<file path="config.mk">
export PLATFORM = sky130hd
export DESIGN_NAME = ins_binary_message_receiver_top
export DESIGN_NICKNAME = d
export VERILOG_FILES = /design/src/design/ibmr_pkg.sv /design/src/design/ibmr_parser.sv /design/src/design/ibmr_out_reg.sv /design/src/design/ins_binary_message_receiver_top.sv
export SDC_FILE = /design/constraint.sdc
export NUM_CORES = 1
export LEC_CHECK = 0
export BUFFER_PORTS_ARGS = -buffer_cell sky130_fd_sc_hd__buf_4
export CORE_MARGIN = 3
export CORE_UTILIZATION = 45
export DETAILED_ROUTE_END_ITERATION = 8
export PLACE_DENSITY_LB_ADDON = 0.3
export SLEW_MARGIN = 5
export SYNTH_ARGS = -nofsm -noshare
export SYNTH_HDL_FRONTEND = slang
export SYNTH_SLANG_ARGS = --single-unit
</file>
<file path="constraint.sdc">
create_clock -name clk -period 17.8 [get_ports clk]
set_input_delay 0.89 -clock clk [delete_from_list [all_inputs] [get_ports clk]]
set_output_delay 0.89 -clock clk [all_outputs]
set_load 0.05 [all_outputs]
</file>
<file path="src/design/ibmr_pkg.sv">
// ----------------------------------------------------------------------------
// ibmr_pkg
// Shared types and constants for the binary message receiver: protocol
// codes, parse phases, capture state and the result record.
// ----------------------------------------------------------------------------
`default_nettype none

package ibmr_pkg;

	// Sync word, sent low byte first
	localparam logic [7:0]  SYNC_LO   = 8'hFF;
	localparam logic [7:0]  SYNC_HI   = 8'h81;
	localparam logic [15:0] SYNC_WORD = 16'h81FF;

	// Message identifiers
	localparam logic [15:0] ID_TIME_MARK = 16'd3;
	localparam logic [15:0] ID_NAV       = 16'd3501;
	localparam logic [15:0] ID_FLIGHT    = 16'd3512;

	// Payload lengths in words, checksum word included
	localparam logic [6:0] WORDS_TIME_MARK = 7'd63;
	localparam logic [6:0] WORDS_NAV       = 7'd23;
	localparam logic [6:0] WORDS_FLIGHT    = 7'd17;

	// Header byte indices: high byte of the id word, high byte of the last header word (checksum), first byte after sync
	localparam logic [6:0] HDR_ID_HI   = 7'd3;
	localparam logic [6:0] HDR_LAST_HI = 7'd9;
	localparam logic [6:0] HDR_FIRST   = 7'd2;

	// Time mark word positions
	localparam logic [5:0] TM_MODE_WORD   = 6'd38;
	localparam logic [5:0] TM_STATUS_WORD = 6'd39;
	localparam logic [5:0] TM_SATS_WORD   = 6'd40;
	localparam logic [5:0] TM_TRACK_FIRST = 6'd52;
	localparam logic [5:0] TM_TRACK_LAST  = 6'd60;
	localparam logic [2:0] TRACK_STATE    = 3'd5;
	localparam logic [5:0] FIELD_WORDS    = 6'd10;

	// Result codes
	localparam logic [1:0] KIND_TIME_MARK = 2'd0;
	localparam logic [1:0] KIND_NAV       = 2'd1;
	localparam logic [1:0] KIND_FLIGHT    = 2'd2;
	localparam logic [1:0] KIND_HEADER    = 2'd3;

	localparam logic [1:0] STAT_GOOD     = 2'd0;
	localparam logic [1:0] STAT_HDR_BAD  = 2'd1;
	localparam logic [1:0] STAT_PAY_BAD  = 2'd2;

	typedef enum logic [1:0] {
		PH_HUNT,
		PH_SYNC2,
		PH_HEADER,
		PH_PAYLOAD
	} phase_t;

	typedef struct packed {
		logic [4:0][31:0] fields;
		logic [2:0][15:0] words;   // status, satellites, mode
		logic [4:0]       track;
	} capture_t;

	typedef struct packed {
		logic [1:0]         msg_kind;
		logic [1:0]         frame_status;
		logic signed [31:0] value_a;
		logic signed [31:0] value_b;
		logic signed [31:0] value_c;
		logic signed [63:0] time_value;
		logic               gps_valid;
		logic [15:0]        sat_count;
		logic [15:0]        nav_mode;
		logic [4:0]         tracking_mask;
	} result_t;

	// Payload word count for a message id, zero when unknown
	function automatic logic [6:0] words_for_id(input logic [15:0] id);
		logic [6:0] n;
		begin
			n = 7'd0;
			if (id == ID_TIME_MARK) n = WORDS_TIME_MARK;
			else if (id == ID_NAV) n = WORDS_NAV;
			else if (id == ID_FLIGHT) n = WORDS_FLIGHT;
			return n;
		end
	endfunction

endpackage

`default_nettype wire

</file>
<file path="src/design/ibmr_parser.sv">
// ----------------------------------------------------------------------------
// ibmr_parser
// Frame parser: sync hunt, header capture and check, payload capture and
// checksum. Consumes one byte per step and raises a result on frame end.
// ----------------------------------------------------------------------------
`default_nettype none

module ibmr_parser (
	input  wire logic             clk,
	input  wire logic             arst_n,
	input  wire logic             step,
	input  wire logic [7:0]       rx_byte,
	input  wire logic             header_check_enable,
	output ibmr_pkg::result_t     res,
	output logic                  res_valid
);
	import ibmr_pkg::*;

	phase_t      phase_q, phase_d;
	logic [6:0]  idx_q, idx_d;
	logic [7:0]  low_q, low_d;
	logic [15:0] hsum_q, hsum_d;
	logic [15:0] id_q, id_d;
	logic [15:0] psum_q, psum_d;
	capture_t    cap_q, cap_d;

	logic [15:0] word;
	logic [5:0]  k;
	logic [5:0]  k_off;
	logic [2:0]  field_sel;
	logic [2:0]  track_sel;
	logic [6:0]  nw;
	logic [1:0]  kind_of_id;

	assign word      = {rx_byte, low_q};
	assign k         = idx_q[6:1];
	assign k_off     = k - TM_TRACK_FIRST;
	assign track_sel = k_off[3:1];
	assign field_sel = k[3:1];
	assign nw        = words_for_id(id_q);
	assign kind_of_id = (id_q == ID_TIME_MARK) ? KIND_TIME_MARK :
		(id_q == ID_NAV) ? KIND_NAV : KIND_FLIGHT;

	// Build the result record from the captured fields
	function automatic result_t build(input logic [1:0] kind, input logic [1:0] stat,
			input capture_t c);
		result_t r;
		begin
			r = '0;
			r.msg_kind     = kind;
			r.frame_status = stat;
			if (stat == STAT_GOOD && kind != KIND_HEADER) begin
				if (kind == KIND_TIME_MARK) begin
					r.gps_valid     = c.words[0][0];
					r.sat_count     = c.words[1];
					r.nav_mode      = c.words[2];
					r.tracking_mask = c.track;
				end else begin
					r.value_a = c.fields[2];
					r.value_b = c.fields[3];
					r.value_c = c.fields[4];
					if (kind == KIND_FLIGHT) r.time_value = {c.fields[0], c.fields[1]};
				end
			end
			return r;
		end
	endfunction

	// Next state and result
	always_comb begin
		phase_d   = phase_q;
		idx_d     = idx_q;
		low_d     = low_q;
		hsum_d    = hsum_q;
		id_d      = id_q;
		psum_d    = psum_q;
		cap_d     = cap_q;
		res       = '0;
		res_valid = 1'b0;
		if (step) begin
			case (phase_q)
				PH_SYNC2: begin
					if (rx_byte == SYNC_HI) begin
						phase_d = PH_HEADER;
						idx_d   = HDR_FIRST;
						hsum_d  = SYNC_WORD;
					end else if (rx_byte != SYNC_LO) begin
						phase_d = PH_HUNT;
					end
				end
				PH_HEADER: begin
					if (!idx_q[0]) begin
						low_d = rx_byte;
						idx_d = idx_q + 7'd1;
					end else begin
						if (idx_q == HDR_ID_HI) id_d = word;
						if (idx_q < HDR_LAST_HI) begin
							hsum_d = hsum_q + word;
							idx_d  = idx_q + 7'd1;
						end else begin
							phase_d = PH_HUNT;
							idx_d   = 7'd0;
							if ((hsum_q + word) != 16'd0 && header_check_enable) begin
								res       = build(KIND_HEADER, STAT_HDR_BAD, cap_q);
								res_valid = 1'b1;
							end else if (nw == 7'd0) begin
								res       = build(KIND_HEADER, STAT_GOOD, cap_q);
								res_valid = 1'b1;
							end else begin
								cap_d   = '0;
								psum_d  = 16'd0;
								phase_d = PH_PAYLOAD;
							end
						end
					end
				end
				PH_PAYLOAD: begin
					if (nw == 7'd0) begin
						phase_d = PH_HUNT;
						idx_d   = 7'd0;
					end else if (!idx_q[0]) begin
						low_d = rx_byte;
						idx_d = idx_q + 7'd1;
					end else if (({1'b0, k} + 7'd1) < nw) begin
						psum_d = psum_q + word;
						idx_d  = idx_q + 7'd1;
						// capture the word into its field
						if (id_q == ID_TIME_MARK) begin
							if (k == TM_MODE_WORD) cap_d.words[2] = word;
							else if (k == TM_STATUS_WORD) cap_d.words[0] = word;
							else if (k == TM_SATS_WORD) cap_d.words[1] = word;
							else if (k >= TM_TRACK_FIRST && k <= TM_TRACK_LAST && !k[0]) begin
								if (word[7:5] == TRACK_STATE) cap_d.track[track_sel] = 1'b1;
							end
						end else if (k < FIELD_WORDS) begin
							if (k[0]) cap_d.fields[field_sel][31:16] =
								cap_q.fields[field_sel][31:16] | word;
							else cap_d.fields[field_sel][15:0] =
								cap_q.fields[field_sel][15:0] | word;
						end
					end else begin
						phase_d   = PH_HUNT;
						idx_d     = 7'd0;
						res       = build(kind_of_id,
							((psum_q + word) == 16'd0) ? STAT_GOOD : STAT_PAY_BAD, cap_q);
						res_valid = 1'b1;
					end
				end
				default: begin
					phase_d = (rx_byte == SYNC_LO) ? PH_SYNC2 : PH_HUNT;
				end
			endcase
		end
	end

	// Hold parse state
	always_ff @(posedge clk or negedge arst_n) begin
		if (!arst_n) begin
			phase_q <= PH_HUNT;
			idx_q   <= 7'd0;
			low_q   <= 8'd0;
			hsum_q  <= 16'd0;
			id_q    <= 16'd0;
			psum_q  <= 16'd0;
			cap_q   <= '0;
		end else begin
			phase_q <= phase_d;
			idx_q   <= idx_d;
			low_q   <= low_d;
			hsum_q  <= hsum_d;
			id_q    <= id_d;
			psum_q  <= psum_d;
			cap_q   <= cap_d;
		end
	end

endmodule

`default_nettype wire

</file>
<file path="src/design/ibmr_out_reg.sv">
// ----------------------------------------------------------------------------
// ibmr_out_reg
// Result register: holds one finished result until the output side takes it.
// ----------------------------------------------------------------------------
`default_nettype none

module ibmr_out_reg (
	input  wire logic              clk,
	input  wire logic              arst_n,
	input  wire logic              load,
	input  wire ibmr_pkg::result_t res_in,
	input  wire logic              out_stall,
	output logic                   out_free,
	output logic                   out_valid,
	output ibmr_pkg::result_t      res_out
);
	import ibmr_pkg::*;

	logic    valid_q;
	result_t res_q;

	// Slot is free when empty or its transaction completes this cycle
	assign out_free  = !valid_q || !out_stall;
	assign out_valid = valid_q;
	assign res_out   = res_q;

	always_ff @(posedge clk or negedge arst_n) begin
		if (!arst_n) begin
			valid_q <= 1'b0;
		end else if (load) begin
			valid_q <= 1'b1;
		end else if (!out_stall) begin
			valid_q <= 1'b0;
		end
	end

	// Capture payload on load
	always_ff @(posedge clk) begin
		if (load) begin
			res_q <= res_in;
		end
	end

endmodule

`default_nettype wire

</file>
<file path="src/design/ins_binary_message_receiver_top.sv">
// ----------------------------------------------------------------------------
// ins_binary_message_receiver_top
// Binary message deframer: byte input register, frame parser and result
// register, plus the header check enable register.
//
//   channel   handshake             payload
//   in        in_valid / in_stall   rx_byte
//   out       out_valid / out_stall msg_kind .. tracking_mask
//   cfg       cfg_valid / cfg_ready cfg_header_check_enable
//
// One byte per cycle sustained while the result register is free; a byte is
// held in the input byte register, then parsed, and the result is registered.
// Reset puts the parser into the sync hunt with the header check enabled.
// A held result stalls the parser, which stalls the input once its byte
// register is full; configuration writes are taken every cycle.
// ----------------------------------------------------------------------------
`default_nettype none

module ins_binary_message_receiver_top (
	input  wire logic               clk,
	input  wire logic               arst_n,
	input  wire logic               in_valid,
	output logic                    in_stall,
	input  wire logic [7:0]         rx_byte,
	output logic                    out_valid,
	input  wire logic               out_stall,
	output logic [1:0]              msg_kind,
	output logic [1:0]              frame_status,
	output logic signed [31:0]      value_a,
	output logic signed [31:0]      value_b,
	output logic signed [31:0]      value_c,
	output logic signed [63:0]      time_value,
	output logic                    gps_valid,
	output logic [15:0]             sat_count,
	output logic [15:0]             nav_mode,
	output logic [4:0]              tracking_mask,
	input  wire logic               cfg_valid,
	output logic                    cfg_ready,
	input  wire logic               cfg_header_check_enable
);
	import ibmr_pkg::*;

	logic       byte_valid_s1;
	logic [7:0] byte_s1;
	logic       hce_q;
	logic       advance;
	logic       out_free;
	logic       res_valid;
	result_t    res;
	result_t    res_out;

	assign cfg_ready = 1'b1;
	assign advance   = byte_valid_s1 && out_free;
	assign in_stall  = byte_valid_s1 && !advance;

	// Hold header check enable
	always_ff @(posedge clk or negedge arst_n) begin
		if (!arst_n) begin
			hce_q <= 1'b1;
		end else if (cfg_valid && cfg_ready) begin
			hce_q <= cfg_header_check_enable;
		end
	end

	// Input byte register
	always_ff @(posedge clk or negedge arst_n) begin
		if (!arst_n) begin
			byte_valid_s1 <= 1'b0;
		end else if (in_valid && !in_stall) begin
			byte_valid_s1 <= 1'b1;
		end else if (advance) begin
			byte_valid_s1 <= 1'b0;
		end
	end

	always_ff @(posedge clk) begin
		if (in_valid && !in_stall) begin
			byte_s1 <= rx_byte;
		end
	end

	ibmr_parser u_parser (
		.clk                 (clk),
		.arst_n              (arst_n),
		.step                (advance),
		.rx_byte             (byte_s1),
		.header_check_enable (hce_q),
		.res                 (res),
		.res_valid           (res_valid)
	);

	ibmr_out_reg u_out_reg (
		.clk       (clk),
		.arst_n    (arst_n),
		.load      (res_valid),
		.res_in    (res),
		.out_stall (out_stall),
		.out_free  (out_free),
		.out_valid (out_valid),
		.res_out   (res_out)
	);

	// Drive result fields
	assign msg_kind      = res_out.msg_kind;
	assign frame_status  = res_out.frame_status;
	assign value_a       = res_out.value_a;
	assign value_b       = res_out.value_b;
	assign value_c       = res_out.value_c;
	assign time_value    = res_out.time_value;
	assign gps_valid     = res_out.gps_valid;
	assign sat_count     = res_out.sat_count;
	assign nav_mode      = res_out.nav_mode;
	assign tracking_mask = res_out.tracking_mask;

endmodule

`default_nettype wire
</file>
### Yosys cells after proc, flatten, opt, wreduce, memory -nomap -nowiden

Index checks and enable logic that the tools add are counted.
W data, S select, Z words.

* input port bits: 14
* word-level logic and storage cells: 216
* flip-flop bits (word level): 476
* output and inout port bits: 205

* mux-type cells: 95
* bitwise gates (word level): 3
* magnitude comparators: 9
* reduce and logical (&&, ||, !) cells: 35
* equality and inequality tests: 40
* add/subtract/negate cells: 5

Operators by type and width (count)
* $mux W213: 7
* $mux W202: 7
* $mux W160: 4
* $pmux W213 S2: 1
* $pmux W202 S2: 1
* $bwmux W160: 2
* $mux W16: 15
* $mux W198: 1
* $demux W32 S3: 2
* $bmux W32 S3: 1
* $mux W32: 2
* $mux W64: 1
* $pmux W16 S2: 2
* $mux W7: 8
* $mux W53: 1
* $mux W38: 1
* $mux W37: 1
* $add A16 B16 Y16: 2
* $eq A16 B12 Y1 const B: 2
* $or A16 B16 Y16: 2
* $ne A2 B1 Y1 const B: 13
* $mux W5: 5
* $mux W2: 12
* $reduce_and A11 Y1: 2
* 46 further kinds: 92

### Longest topological paths before layout

Gate-level depths: netlist (run 1).

* word-level depth: 16
* mapped depth: 14
* gate-level depth less buffers: 13

### Modules after synthesis

A second synthesis (run 1) with hierarchy kept.

* cell total of the unflattened synthesis: 2024
* area, all modules: 22929.5 um^2

Modules (own cells, without submodules)
* ibmr_parser: times used 1, area an instance 16473.3 um^2, seq. area each 6581.3 um^2, cells each 1801
* ibmr_out_reg: times used 1, area an instance 6102.1 um^2, seq. area each 6090.8 um^2, cells each 205
* ins_binary_message_receiver_top: times used 1, area an instance 354.1 um^2, seq. area each 291.5 um^2, cells each 18

### Worst setup path before layout (run 1)

No wires, ideal clock.

* path kind: register to register
* start: register u_parser.low_q[0]
* end: register u_out_reg.res_q, in the netlist u_out_reg.res_out[0], enable pin
* buffers on the path: 1
* stages on the path, launching flop included: 12
* path slack: 9687 ps
* required time: 16184 ps
* arrival: 6497 ps
* period minus slack after synthesis: 8113 ps
* library setup time: 1616 ps
* path through: dfrtp_1 -> ha_1 -> fa_1 -> a21o_1 -> a21oi_2 -> xnor2_1 -> or4_1 -> or4_1 -> o31ai_4 -> buf_6 -> a21o_1 -> nand2_1

* cells in the longest elaborated chain, start to end: 8

RTL lines
* from (decl): RTL line ibmr_parser.sv:21 `logic [7:0] low_q, low_d;`
* from (signal assigned): RTL line ibmr_parser.sv:169 `low_q <= low_d;`
* $add A16 B16 Y16: RTL line ibmr_parser.sv:103 `if ((hsum_q + word) != 16'd0 && header_check_enable) begin`
* $reduce_bool A16 Y1: RTL line ibmr_parser.sv:103
* $logic_and A1 B1 Y1: RTL line ibmr_parser.sv:103
* $mux W1: RTL line ibmr_parser.sv:103
* $mux W1: RTL line ibmr_parser.sv:97 `if (idx_q < HDR_LAST_HI) begin`
* $mux W1: RTL line ibmr_parser.sv:92 `if (!idx_q[0]) begin`
* $pmux W1 S2: RTL line ibmr_parser.sv:81 `case (phase_q)`
* $mux W1: RTL line ibmr_parser.sv:80 `if (step) begin`
* named net res_valid: RTL line ins_binary_message_receiver_top.sv:48 `logic res_valid;`
* to (signal assigned): RTL line ibmr_out_reg.sv:40 `res_q <= res_in;`
* to (decl): RTL line ibmr_out_reg.sv:20 `result_t res_q;`

The timed path passes the listed nets, and every way through them passes these cells.
A chain may end at the register's enable or synchronous reset.

### Worst setup path after layout (run 1)

* start: register u_parser.id_q[13]
* end: register u_out_reg.res_q, in the netlist u_out_reg.res_out[117], data pin

* cells in the longest elaborated chain, start to end: 10
* elaborated cells between the ends (all ways): 19
* classes of those cells: order compare (1); eq/ne (4); mux (11); reduce/logical (3)

RTL lines
* from (decl): RTL line ibmr_parser.sv:23 `logic [15:0] id_q, id_d;`
* from (signal assigned): RTL line ibmr_parser.sv:171 `id_q <= id_d;`
* parallel branches: the longest is 8 deep, another holds $lt A7 B7 Y1
* $mux W202 *: RTL line ibmr_parser.sv:118 `if (nw == 7'd0) begin`
* $pmux W202 S2 *: RTL line ibmr_parser.sv:81

Mark *: on every way between the ends.

==> results of run 1 <==
-- through the flow --
step                      cells  hold slack [ns]  power [uW]  util (%)  instance area [sq um]
after floorplan            1891           0.4561        1707         -                  21940
after global placement     2616           0.4706        1887     50.01                  23980
after detailed placement   2616           0.4738        1902     50.01                  23980
after CTS                  2707           0.4459        2954     53.46                  25630
after global routing       2707           0.4687        3079     53.46                  25630
final                      2707           0.3208        2947     53.46                  25630
-- power by group through the flow --
stage	clock network [uW]	registers, uW	logic, uW
after floorplan	0	1240	465
after global placement	0	1290	602
after detailed placement	0	1290	615
after CTS	1070	1270	617
after global routing	1120	1270	689
final	1060	1270	623
-- worst max path at each step --
stage / from / endpoint / slack, ns
2_1_floorplan: u_parser.low_q[0] / u_out_reg.res_out[0] / 9.69
3_3_place_gp: u_parser.id_q[13] / u_out_reg.res_out[160] / 12.32
3_5_place_dp: u_parser.id_q[13] / u_out_reg.res_out[190] / 12.11
4_1_cts: u_parser.id_q[13] / u_out_reg.res_out[117] / 12.05
5_1_grt: u_parser.id_q[13] / u_out_reg.res_out[186] / 11.62
6_report: u_parser.id_q[13] / u_out_reg.res_out[117] / 12.06
-- flip-flops by register name, indices dropped and copies added (netlist names), 2 cells and up --
register / cells
u_parser.phase_q: 2
u_out_reg.res_out: 202
u_parser.hsum_q: 16
u_parser.low_q: 8
u_parser.cap_q: 198
u_parser.id_q: 16
u_parser.psum_q: 16
byte_s1: 8
u_parser.idx_q: 7
-- routing by layer --
metal	global-route usage (%)	vias up	wire length, um
met5	0	-	0
met4	8.821	0	2161
met3	5.192	132	4865
met2	37.31	715	28830
met1	33.65	8371	26290
li1	-	7398	-
-- worst register-to-register path, stage by stage (launching register included) --
cell and delay (ns):
dfrtp_1 0.37, or4_1 0.52, nor3_1 0.48, and2_1 0.21, buf_4 0.38, inv_1 0.26, ha_1 0.37, nand4_1 0.09
a21oi_1 0.13, a2111o_1 0.22, nand2_1 0.09, nor3_2 0.14, buf_4 0.88, nand2_4 0.88, nor3_1 0.53
-- cell type report --
| class | instances | area, sq um |
|---|---|---|
| tap | 615 | 769.5 |
| multi-input combinational | 1161 | 7954 |
| clock inverter | 29 | 316.6 |
| sequential | 476 | 12960 |
| inverter | 120 | 450.4 |
| clock buffer | 62 | 1338 |
| fill | 4049 | 22320 |
| timing repair buffer | 244 | 1839 |
-- placed cells by master (no fill, tap or decap), drive strengths merged, types with 5 or more instances in the layout --
cell and count:
dfrtp 265, buf 244, edfxtp 210, nand3 156
a22o 154, nor2 153, inv 121, nor3 112
a21oi 69, nand2 64, clkbuf 62, o2bb2ai 57
a22oi 53, o21ai 47, ha 40, mux2 25
clkinv 20, o211ai 16, xnor2 15, nor4 14
a21o 12, and3 12, and2 11, nand4 10
o22a 10, nor2b 9, o21a 8, xor2 7
nand2b 6, bufinv 6, or4 6, a211oi 6
or3 5
-- cell families after synthesis --
kind of cell,after synthesis,synth area share [%]
and+or+nand+nor,580,13.21
other,1,0.01709
adders and majority gates,42,2.464
muxes,28,1.420
xor gates and xnor gates,22,0.8783
DFF,476,59.09
AOI/OAI and AO/OA,488,18.00
buffers and inverters,254,4.922
==> results.md, run 1 <==
- The run finished with clean final reports.
- After the last flow step, the layout net total stands at between 2000 and 2500.
- The final cycle utilization of the critical path is roughly 32%.
- Traced cell by cell, the critical path runs through or4_1 > nor3_1 > and2_1 > buf_4 > inv_1 > ha_1 > nand4_1 > a21oi_1 > a2111o_1 > nand2_1 > nor3_2 > buf_4 > nand2_4 > nor3_1.
- The synthesis-to-layout area growth is 16.83%.
- The share of total power dissipated in combinational logic is a little over a fifth.
- The area share of the largest cell type after synthesis is a little under a third.
- The number of unique standard cell types used by synthesis is 93.
- Summed over all failing endpoints, the final setup total negative slack is 0 ns.
- The critical path crosses 14 cells after its start point.
- The minimum clock period is between 5 and 6 ns.
- The critical path's top delay family is simple AND/OR/NAND/NOR gates.
- The global placer's final weighted congestion is approximately 0.90.
- In the synthesized netlist the dominant register cell turns out to be dfrtp_1.
- Along the worst path, the maximum fanout reaches slightly above 100.
- In this run the count of I/O pins placed on the die edge is between 200 and 250.
- The count of flip-flops with a built-in enable after synthesis is 210.
- Counting instances in the post-synthesis netlist gives the leading cell types as dfrtp_1 (265), edfxtp_1 (210), nand3_1 (156).
- On the worst path, the slowest cell contributes a delay of between 0.8 and 0.9 ns.
- The end of the worst register-to-register path is u_out_reg.res_out[117].
- Across all setup checks in the final design, the least slack found is around 12 ns.
- The H-tree depth is 2.
- The later pin in the worst-skew pair is clocked with a latency of ~0.58 ns.
- The worst setup path is launched from a register.
- The launch instance of the worst register-to-register path is u_parser.id_q[13].
- The sequential fraction of the synthesis area is 59.09%.
- Entering global routing, the biggest net connects ~130 pins.
- The cell type of the slowest stage on the worst timing path is buf_4.
- The area of the mapped netlist is between 20000 and 25000 sq um.
- The DRC marker count from the first detailed-route iteration is 2026.
- Buffers placed on the I/O ports in this run total around 220.
- Across the run, the number of max-cap violations was 0.
- In this run the tightest slew margin relative to its limit is a little under a fifth.
- For this run, the top clock speed supported by timing is around 170 MHz.
- Synthesis produced a netlist with a net count of approximately 1900.
- The final count of pins violating max slew was 0.
- The initialized floorplan defines 80 standard-cell rows.
- The post-detailed-route DRC marker count is 0.
- The post-detailed-route via-to-cell ratio is 6.138.
- The clock network is responsible for between 30% and 40% of the overall power.
- The worst setup path is captured at a register.
- The global-route wire length before repair is roughly 97000 um.
- From bottom edge to top edge, the die measures 226.8 um.
- The number of buffers created by CTS is just under 50.
- Of the total power, the share spent switching nets is a little over 30%.
- The class of the worst hold path is in -> async.
- The cell count of the worst reg-to-reg path is 14.
- The average wire per standard cell is roughly 23 um.
- For the worst setup path, the data required time is roughly 18 ns.
- The synthesis warning total is 0.
- The via count of the first global-routing pass is 16463.
- The clock-pin slew of the registers on the worst-case setup and hold paths is 0.06 ns.
- Across all register-to-register paths, the minimum setup slack is around 12 ns.
- Detailed routing inserted a total of approximately 17000 vias.
- The buffers inserted during post-CTS setup optimization is 0.
- In this run the static leakage power is 0.009994 uW.
- After global routing the overflow that remains totals 0.
- Of all flip-flops after synthesis, the portion carrying an async set or reset was between 50% and 60%.
- The total track usage is between 20% and 30%.
- The arrival time reported for the critical path endpoint is around 6 ns.
- The clock tree root buffer cell is clkbuf_16.
- The clock skew is 0.01506 ns.
- Counting along the longest clock path gives a buffer depth of 3.
- The number of clock sinks is roughly 480.
- Among all cell types in the netlist, the one instantiated most often is dfrtp_1.
- The number of optimization iterations in the first detailed-route pass is 5.
- In this run, post-CTS hold repair placed 0 buffers.
- The worst voltage drop across the vdd grid is about 0.000066 V.
- The wire length after detailed routing is 62150 um.
- Cells with a size suffix above 1 make up between 10% and 20% of the layout.
- Setup repair after global routing left no endpoint under its margin.
- The number of buffers and inverters on the critical path is 3.
- The minimum setup slack after placement is ~12 ns.
- Registers are responsible for 43.0% of the overall power.
- The die outline width is between 200 and 250 um.
- The worst setup path is of the reg -> reg kind.
- The total inserted antenna cells is 0.
- Once the clock tree was built, the resizer swapped 0 gates to a different size.
- Detailed placement finished with a half-perimeter wire length of between 40000 and 50000 um.
- By area the synthesized netlist is led by dfrtp_1 (30%), edfxtp_1 (29%), a22o_1 (6.1%).
- At the pin with the least slew margin, the transition time is between 1 and 1.5 ns.
- The internal power consumption is a little over 2000 uW.
- Summed over all nets, the switching power comes to roughly 910 uW.
- The final hold violation count is 0.
- The die covers approximately 50000 sq um.
- The area of the core is 47950 sq um.
- The clock tree from TritonCTS is built.
- The initial standard-cell utilization of the core is between 40% and 50%.
- The library cell occupying the most area in the post-synthesis netlist is dfrtp_1.
- Setup violations remaining at the end of the flow were counted as 0.
- The cell count after synthesis is around 1900.
- Counting flops and latches in the post-synthesis netlist gives about 480.
- The final antenna-violating net count is 0.
- The number of antenna violations at the first check in global routing is 1.
- The power density relative to cell area is 115.0 nW/um^2.
- The average cell area after synthesis is 11.60 sq um.
Power figures use the tool's default switching activity.
==> inputs of run 2 (changes only) <==
==> constraint.sdc (replaced) <==
create_clock -name clk -period 4.82 [get_ports clk]
set_input_delay 0.241 -clock clk [delete_from_list [all_inputs] [get_ports clk]]
set_output_delay 0.241 -clock clk [all_outputs]
set_load 0.05 [all_outputs]
==> run 2 against run 1 <==
Non-clock buffer count rose by 39. Maximum frequency rose by 26%. Largest cell class unchanged. Sequential power rose to 3.7 times the previous value. Power rose to 3.7 times the previous value. Critical path type unchanged. Global-route usage fell by 0.49 points. Clock skew rose by 0.0037 ns. Combinational power rose to 3.8 times the previous value. Critical path depth rose by 1.
==> results.md, run 2 (synthesis results as in run 1) <==
- Setup violations remaining at the end of the flow were counted as 0.
- The wire length after detailed routing is between 60000 and 70000 um.
- The total vias in the final route is 16680.
- The run finished with clean final reports.
- The H-tree depth is 2.
- Routability-driven placement finished with a final weighted congestion of approximately 0.90.
- The biggest fanout along the worst timing path is 12.
- The data required time of the worst path is roughly 5.4 ns.
- After layout, the worst setup slack is approximately 0.27 ns.
- For this run, the total global-route usage over all layers was measured as a little under a quarter.
- The launching element of the worst setup path is u_parser.id_q[13].
- Entering global routing, the biggest net connects 111 pins.
- Setup repair after global routing left no endpoint under its margin.
- The smallest hold slack is roughly 0.27 ns.
- The synthesis-to-layout area growth is 18.72%.
- The floorplan step set the die width to around 230 um.
- The worst-case IR drop observed on VDD is about 0.0003 V.
- The initial standard-cell utilization of the core is a little under half.
- The launch instance of the worst register-to-register path is u_parser.id_q[13].
- The number of optimization iterations in the first detailed-route pass is 6.
- The number of I/O port buffers is roughly 220.
- The number of antenna violations at the first check in global routing is 0.
- Between clock sinks in the finished design, the worst skew comes to between 0.015 and 0.02 ns.
- The power density relative to cell area is between 400 and 500 nW/um^2.
- The worst relative slew slack is 12.87%.
- The clock network latency to the later pin of the worst-skew pair is roughly 0.60 ns.
- The proportion of power drawn by flip-flops and latches is between 40% and 50%.
- The part of the power in combinational logic is between 20% and 30%.
- The maximum root-to-sink buffer count is 3.
- In the finished design, the share of the clock period the worst path needs comes to between 90 and 100%.
- In this run the post-CTS setup repair buffer count came out at 0.
- The final count of pins violating max slew came to 0.
- The via count of the first global-routing pass is ~16000.
- With fillers left out, the area of the finished cells amounts to 26050 sq um.
- Clock-pin slew was measured on the worst setup and hold paths at roughly 0.060 ns.
- The post-detailed-route via-to-cell ratio is 6.072.
- The post-detailed-route DRC marker count is 0.
- The detailed placer's ending HPWL is approximately 42000 um.
- The tool flagged a number of max-cap violations equal to 0.
- The minimum setup slack after placement is 0.3596 ns.
- For this design, the sink count on the clock tree is approximately 480.
- The startpoint type of the worst setup path is a register.
- Data on the critical path arrives at its endpoint at between 5 and 6 ns.
- The placed instance area is between 20000 and 25000 sq um.
- The internal power consumption is around 7500 uW.
- The net count of the finished layout is between 2000 and 2500.
- The final hold violation count came to 0.
- The worst hold path belongs to the class in -> async.
- The clock tree from TritonCTS is built.
- The switching share of power is a little over 30%.
- By startpoint and endpoint, the worst setup path is classified as reg -> reg.
- The aggregate negative setup slack is 0 ns.
- In the final routed layout, each cell accounts on average for approximately 22 um.
- The I/O pin total is ~220.
- The achievable frequency is 220.0 MHz.
- The global-route wire length before repair is about 95000 um.
- The register with the most flip-flops in the layout has between 200 and 250 of them.
- The area of the die is just over 50000 sq um.
- The final antenna-violating net count is 0.
- The worst register-to-register path has a depth of 15.
- The chip height is about 230 um.
- The clock tree root buffer cell is clkbuf_16.
- The number of antenna diodes in the final layout is 0.
- The worst-margin pin slew is approximately 1.3 ns.
- After floorplanning, the core was sized to cover 47950 sq um.
- Per report_power, the clock group accounts for 35.4% of the total.
- The endpoint kind of the worst setup timing path is a register.
- For this design the static power due to leakage is ~0.01 uW.
- The switching component of the power is roughly 3400 uW.
- The share of post-route cells with drive strength above 1 is 19.65%.
- For the finished layout, the period the worst path requires is 4.546 ns.
- In the layout the commonest cells are dfrtp_1 (265), buf_4 (260), edfxtp_1 (210).
- After floorplanning, the core was divided into 80 placement rows.
- The DRC marker count from the first detailed-route iteration is about 1600.
- The number of buffers created by CTS is between 40 and 50.
- Global routing finished with a remaining overflow of 0.
- The most common cell after layout, fill and taps aside is dfrtp_1.
## run 2: changes by cell type in the layout (fill, tap and decap cells not counted), sizes merged
| cell | previous run | this run |
|---|---|---|
| buf | 244 | 269 |
| inv | 121 | 122 |
| bufinv | 6 | 5 |
| clkinvlp | 2 | 0 |
| dlygate4sd3 | 0 | 14 |
| clkinv | 20 | 23 |
## run 2: layout make-up
cell class                      instances  area [sq um]
Clock buffer                           62          1338
Clock inverter                         30         299.0
Fill cell                            4030         21900
Inverter                              120         450.4
Multi-Input combinational cell       1161          7958
Sequential cell                       476         12960
Tap cell                              615         769.5
Timing Repair Buffer                  283          2267
## run 2: final timing paths
kind	end	slack, ns
max reg2reg	u_parser.cap_q[187]	0.27
min	u_parser.cap_q[178]	0.27
min reg2reg	u_parser.cap_q[182]	0.49
min in group clk	byte_s1[0]	0.37
max in group asynchronous	u_parser.cap_q[129]	3.34
max	u_parser.cap_q[187]	0.27
## run 2: what timing repair did
item / 4_1_cts / 5_1_grt
resized for setup: 0 / 0
hold endpoints to repair: 117 / 0
hold buffers: 14 / 0
## run 2: power by group through the flow
| stage | registers [uW] | logic (uW) | clock network (uW) |
|---|---|---|---|
| global placement | 4720 | 2270 | 0 |
| CTS | 4650 | 2340 | 3910 |
| floorplan | 4590 | 1720 | 0 |
| global route | 4670 | 2590 | 4090 |
| detailed placement | 4730 | 2310 | 0 |
| finish | 4660 | 2370 | 3850 |
## run 2: critical path, stage by stage (launching register included)
cell	delay, ns
dfrtp_1	0.37
or4_1	0.52
nor3_1	0.17
buf_4	0.18
and2_1	0.15
inv_1	0.16
ha_1	0.34
a21o_1	0.18
a21o_1	0.17
a2111o_1	0.48
nor3_2	0.32
nand3_1	0.26
nor2_1	0.18
buf_4	0.18
and3_1	0.59
a22o_1	0.23
## run 2: metal layers
| layer | share of wire, % | GRT usage, % |
|---|---|---|
| met1 | 42 | 32.98 |
| met2 | 47 | 36.81 |
| met3 | 7.9 | 4.868 |
| met4 | 3.3 | 8.433 |
| met5 | 0 | 0 |
## run 2: stage by stage
| stage | util, % | instances | power (uW) |
|---|---|---|---|
| detailed placement | 50.62 | 2641 | 7043 |
| CTS | 54.32 | 2747 | 10900 |
| finish | 54.32 | 2747 | 10880 |
| global placement | 50.62 | 2641 | 6997 |
| global route | 54.32 | 2747 | 11350 |
| floorplan | - | 1891 | 6304 |
